==> src/design/nbbs_pkg.sv <==
// shared types, codes and constants of the naive bayes bit scorer
package nbbs_pkg;

    localparam int KEY_W           = 44;
    localparam int SUM_W           = 32;
    localparam int HIT_W           = 16;
    localparam int DEF_TABLE       = 1024;
    localparam int DEF_CLASSES     = 8;
    localparam int DEF_WEIGHT_BITS = 24;

    localparam logic [1:0] REG_CUTOFF = 2'd0;
    localparam logic [1:0] REG_LOWER  = 2'd1;
    localparam logic [1:0] REG_CLASS  = 2'd2;

    typedef enum logic [1:0] {
        OP_CLEAR  = 2'd0,
        OP_LOAD   = 2'd1,
        OP_SCORE  = 2'd2,
        OP_FINISH = 2'd3
    } nbbs_op_t;

    typedef enum logic [2:0] {
        ST_IDLE,
        ST_SEARCH,
        ST_ADD,
        ST_NEXT,
        ST_FIN_CMP,
        ST_FIN_OUT
    } nbbs_state_t;

    typedef struct packed {
        logic       clr_all;
        logic       add_en;
        logic       cmp_init;
        logic       cmp_en;
        logic       hit_inc;
        logic [2:0] rd_cls;
    } nbbs_sum_ctl_t;

endpackage

==> src/design/nbbs_sum_unit.sv <==
// class sums with the shared saturating adder and compare, plus hit counter
module nbbs_sum_unit #(
    parameter int MAX_CLASSES = nbbs_pkg::DEF_CLASSES,
    parameter int WEIGHT_BITS = nbbs_pkg::DEF_WEIGHT_BITS,
    parameter int CLS_W       = $clog2(MAX_CLASSES)
) (
    input  logic                       clk,
    input  logic                       rst_n,
    input  nbbs_pkg::nbbs_sum_ctl_t    ctl,
    input  logic [WEIGHT_BITS-1:0]     weight,
    output logic [nbbs_pkg::SUM_W-1:0] sums [MAX_CLASSES],
    output logic [2:0]                 best_cls,
    output logic [nbbs_pkg::HIT_W-1:0] hits
);

    logic [nbbs_pkg::SUM_W-1:0] sum_reg [MAX_CLASSES];
    logic [nbbs_pkg::SUM_W-1:0] best_val_reg;
    logic [CLS_W-1:0]           best_reg;
    logic [nbbs_pkg::HIT_W-1:0] hits_reg;
    logic [CLS_W-1:0]           sel;
    logic [nbbs_pkg::SUM_W-1:0] cur;
    logic [nbbs_pkg::SUM_W:0]   wide;
    logic [nbbs_pkg::SUM_W-1:0] sat;
    logic                       gt;

    assign sel = ctl.rd_cls[CLS_W-1:0];
    assign cur = sum_reg[sel];
    assign wide = {cur[nbbs_pkg::SUM_W-1], cur}
                + {{(nbbs_pkg::SUM_W+1-WEIGHT_BITS){weight[WEIGHT_BITS-1]}}, weight};

    always_comb
    begin
        if (wide[nbbs_pkg::SUM_W] != wide[nbbs_pkg::SUM_W-1])
        begin
            // saturate towards the sign of the true result
            sat = {wide[nbbs_pkg::SUM_W], {(nbbs_pkg::SUM_W-1){~wide[nbbs_pkg::SUM_W]}}};
        end
        else
        begin
            sat = wide[nbbs_pkg::SUM_W-1:0];
        end
    end

    assign gt = $signed(cur) > $signed(best_val_reg);

    always_ff @(posedge clk or negedge rst_n)
    begin
        if (!rst_n)
        begin
            for (int i = 0; i < MAX_CLASSES; i++)
            begin
                sum_reg[i] <= '0;
            end
            hits_reg <= '0;
        end
        else if (ctl.clr_all)
        begin
            for (int i = 0; i < MAX_CLASSES; i++)
            begin
                sum_reg[i] <= '0;
            end
            hits_reg <= '0;
        end
        else
        begin
            if (ctl.add_en)
            begin
                sum_reg[sel] <= sat;
            end
            if (ctl.hit_inc && (hits_reg != {nbbs_pkg::HIT_W{1'b1}}))
            begin
                hits_reg <= hits_reg + 1'b1;
            end
        end
    end

    always_ff @(posedge clk)
    begin
        if (ctl.cmp_init)
        begin
            best_val_reg <= sum_reg[0];
            best_reg     <= '0;
        end
        else if (ctl.cmp_en && gt)
        begin
            best_val_reg <= cur;
            best_reg     <= sel;
        end
    end

    always_comb
    begin
        for (int i = 0; i < MAX_CLASSES; i++)
        begin
            sums[i] = sum_reg[i];
        end
    end

    assign best_cls = 3'(best_reg);
    assign hits     = hits_reg;

    a_add_cmp_excl: assert property (@(posedge clk) disable iff (!rst_n)
        !(ctl.add_en && ctl.cmp_en))
        else $error("add and compare in the same cycle");
    a_clr_hits: assert property (@(posedge clk) disable iff (!rst_n)
        ctl.clr_all |=> hits_reg == '0)
        else $error("hit count not cleared");
    a_hit_sat: assert property (@(posedge clk) disable iff (!rst_n)
        (hits_reg == {nbbs_pkg::HIT_W{1'b1}}) && !ctl.clr_all |=> hits_reg == $past(hits_reg))
        else $error("hit count wrapped");

endmodule

==> config.mk <==
export PLATFORM = sky130hd
export DESIGN_NAME = nbbs_sum_unit
export DESIGN_NICKNAME = d
export VERILOG_FILES = /design/src/design/nbbs_pkg.sv /design/src/design/nbbs_sum_unit.sv
export SDC_FILE = /design/constraint.sdc
export NUM_CORES = 1
export LEC_CHECK = 0
export BUFFER_PORTS_ARGS = -buffer_cell sky130_fd_sc_hd__buf_4
export CAP_MARGIN = 5
export CORE_MARGIN = 8
export CORE_UTILIZATION = 40
export CTS_BUF_LIST = sky130_fd_sc_hd__clkbuf_8
export DETAILED_ROUTE_END_ITERATION = 8
export PLACE_DENSITY = 0.67
export RECOVER_POWER = 50
export SLEW_MARGIN = 0
export SYNTH_ARGS = -nofsm -noshare
export SYNTH_HDL_FRONTEND = slang
export SYNTH_SLANG_ARGS = --single-unit
==> constraint.sdc <==
create_clock -name clk -period 4.3 [get_ports clk]
set_input_delay 0.645 -clock clk [delete_from_list [all_inputs] [get_ports clk]]
set_output_delay 0.645 -clock clk [all_outputs]
set_load 0.02 [all_outputs]
==> results_dict.tcl <==
set metrics [dict create \
    outcome "finished, violations left" \
    violations "max-capacitance violations, max-slew violations" \
    hold_depth 3 \
    ir_worst_vdd_uv 208.2 \
    async_flop_share_pct 88.60 \
    largest_register_ffs 256 \
    rsz0062_at_grt "false" \
    synthFlopType "dfrtp_1" \
    num_rows 73 \
    setup_ws_ns 0.1687 \
    core_region_area_um2 39460 \
    reg2reg_depth 13 \
    total_power_mw 7.351 \
    drv_cap 1 \
    cts_tree "built" \
    n_antenna_cell 0 \
    grt_pass1_wl_mm 97.12 \
    hp-start "ctl[2]" \
    cellLeakagePower_nw 9.687 \
    start_util_pct 40.31 \
    port_buffers 308 \
    powerDensity_nw_per_um2 344.4 \
    hold_path_end "best_cls[2]$_SDFFE_PP0P_" \
    avgSynthCellArea_um2 9.954 \
    gr-total-overflow 0 \
    fin_area_um2 21340 \
    area_growth_pct 34.18 \
    drt_iter0_drc 1696 \
    reg2reg_slack_ns 0.27 \
    cp_data_arrival_time_ns 4.59 \
    synthesis.area_um2 15910 \
    synthMuxAreaShare_pct 2.588 \
    start_kind "primary input" \
    fmax_mhz 242.1 \
    drc 0 \
    timing.final.crit_share_pct 96.08 \
    worst_setup_path_end_kind "flop" \
    grt_pass1_vias 15459 \
    ant_nets 0 \
    final_cells 2656 \
    dp_hpwl_mm 48.86 \
    tightest_slew_ns 2.950 \
    synth-compound-area-share_pct 21.27 \
    drive_above_1_share_pct 24.17 \
    dp_cells 2558 \
    ctsResizeCount 0 \
    drtPass1Iterations 5 \
    clock-sinks 307 \
    synth_simple_gate_area_share_pct 15.39 \
    yosysSeqAreaShare_pct 49.21 \
    clockRootBuffer "clkbuf_8" \
    yosysWarnings 0 \
    setup_viol 0 \
    synth.net_count 1698 \
    fp.dieH_um 215.4 \
    synthAdderAreaFrac_pct 5.239 \
    hold_class "in2reg" \
    dpl-instance-area_um2 20930 \
    ys_ff_latch 307 \
    antenna_found_initial 1 \
    die-width_um 215.4 \
    report.final.slew_viol_count 57 \
    cts_buffer_depth 3 \
    timing.hold.ws_ns 0.3726 \
    synth_xor_area_share_pct 2.092 \
    clk_latency_ns 0.62 \
    finClkSkew_ns 0.02139 \
    wl_mm 64.80 \
    grt_max_degree 108 \
    synth_cells 1598 \
    via_per_inst 5.831 \
    num_vias 15486 \
    clkTransAtPathRegs_ns 0.06 \
    dp_slack_ns -0.3320 \
    cp_max_fo 14 \
    finalHoldViolCount 0 \
    grt_usage_pct 26.90 \
    synth_cell_types 71 \
    reg2reg_from "sums[224]$_DFFE_PN0P_" \
    max_slew_margin_pct -96.67 \
    min_period_ns 4.131 \
    htreeDepth 2 \
    rr_endpoint "sums[89]$_DFFE_PN0P_" \
    ios 309 \
    wl_per_cell_um 24.40 \
    synth_top_family_by_area "compound AO/OA/AOI/OAI gates" \
    cp.required_ns 4.76 \
    die-area_um2 46400 \
    gp_congestion 1.051 \
    cts_made_buffers 52 \
    path_class "in2reg" \
    fin_nets 2188 \
    synth-edff-count 32 \
]
-- kinds of logic (layout without fill, tap and decap cells) --
logic type                 Yosys count  in the layout
AOI/OAI and AO/OA                  546            546
xor gates and xnor gates            38             38
adders and majority gates           66             66
buffers and inverters              143            676
DFF                                307            307
muxes                               37             37
and+or+nand+nor                    461            461
-- Yosys cell counts, drive strengths merged, types with 4 or more instances --
master,n,area share (%)
xnor2,20,1.1
o21a,8,0.38
nand3,17,0.82
or2,4,0.16
nand4,46,1.8
a21oi,56,1.8
nor2b,5,0.20
nand2,282,6.7
dfrtp,272,43
a22oi,129,6.1
a31oi,9,0.54
mux2,33,2.3
buf,39,1.7
and4,4,0.22
or3,4,0.16
nor2,34,0.80
o211ai,5,0.30
xor2,18,0.99
a211oi,6,0.39
nand2b,10,0.39
edfxtp,32,6.0
a21o,24,1.1
mux2i,4,0.25
and3,4,0.19
nor3b,4,0.19
o21ai,275,8.7
nor3,39,3.4
ha,65,5.1
clkbuf,65,1.5
and2,5,0.20
a22o,8,0.44
inv,39,0.92
-- worst max path at each step --
| stage | depth (start not counted) | slack [ns] | start | endpoint |
|---|---|---|---|---|
| 2_1_floorplan | 15 | 0.03 | ctl[2] | sums[126]$_DFFE_PN0P_ |
| 3_5_place_dp | 15 | -0.33 | ctl[0] | sums[89]$_DFFE_PN0P_ |
| 3_3_place_gp | 15 | -0.30 | ctl[0] | sums[89]$_DFFE_PN0P_ |
| 5_1_grt | 3 | 0.05 | rst_n | sums[39]$_DFFE_PN0P_ |
| 4_1_cts | 15 | 0.30 | ctl[0] | sums[217]$_DFFE_PN0P_ |
| 6_report | 17 | 0.17 | ctl[1] | sums[89]$_DFFE_PN0P_ |
-- what timing repair did --
action	in CTS	in global routing
hold endpoints to repair	54	0
hold buffers	1	0
buffers inserted	0	0
-- placed cells by master (no fill, tap or decap), types with 4 or more instances in the layout --
cell type	synthesis	layout
nand4_1	46	46
a22oi_1	129	129
or3_1	4	4
xor2_1	18	18
a211oi_1	4	4
and2_1	5	5
a21oi_4	0	4
clkbuf_1	63	210
nand3_2	9	9
o21ai_1	196	196
mux2_2	33	33
a21o_1	24	24
buf_4	3	269
xnor2_1	20	20
nor3_4	30	30
nor2_1	34	32
nor2b_1	5	5
a31oi_1	7	7
and4_1	4	4
a22o_1	8	8
dfrtp_1	272	272
clkbuf_8	0	66
mux2i_1	4	4
clkinv_2	0	9
nor3_1	8	7
buf_12	3	57
nand2b_1	10	10
o21ai_0	78	78
a21oi_2	0	4
nand2_1	282	282
edfxtp_1	32	32
bufinv_16	0	6
o21a_1	8	8
a21oi_1	56	48
inv_1	39	53
ha_1	65	65
nand3_1	8	8
-- critical path: stages --
cell and delay [ns]:
buf_4 0.14, buf_4 0.14, nor3b_4 0.44, buf_12 0.22, a22oi_1 0.12, nand4_1 0.12
clkbuf_1 0.34, ha_1 0.32, a21o_1 0.20, a31oi_1 0.26, o221a_2 0.27, o21ai_2 0.08
o22a_4 0.21, and3_4 0.19, buf_12 0.17, nor3_4 0.50, o21ai_0 0.19
-- report_power, final --
part,switching [mW],internal (mW),total [mW]
Clock,1.28,1.75,3.03
Sequential,0.0844,3.02,3.11
Combinational,0.741,0.474,1.21
-- per-stage QoR --
stage	util (%)	setup TNS (ns)
after floorplan	-	0
after global placement	53.03	-38.11
after detailed placement	53.03	-50.55
after CTS	56.10	0
after global routing	54.09	0
final	54.09	0
-- final cells by class --
type / instances / area (um^2)
Fill cell: 3709 / 18110
Clock buffer: 66 / 908.4
Sequential cell: 307 / 7828
Inverter: 39 / 146.4
Clock inverter: 31 / 294.0
Multi-Input combinational cell: 1148 / 7526
Timing Repair Buffer: 540 / 3984
Tap cell: 525 / 656.9
-- per-layer routing --
metal	wire, um	track usage (%)	vias to the layer above
met3	7713	8.951	183
met1	25690	35.36	7568
met5	8	0	-
met4	2926	11.78	2
li1	-	-	6812
met2	28460	40.07	921
No activity file was read; power rests on OpenSTA's default activity.
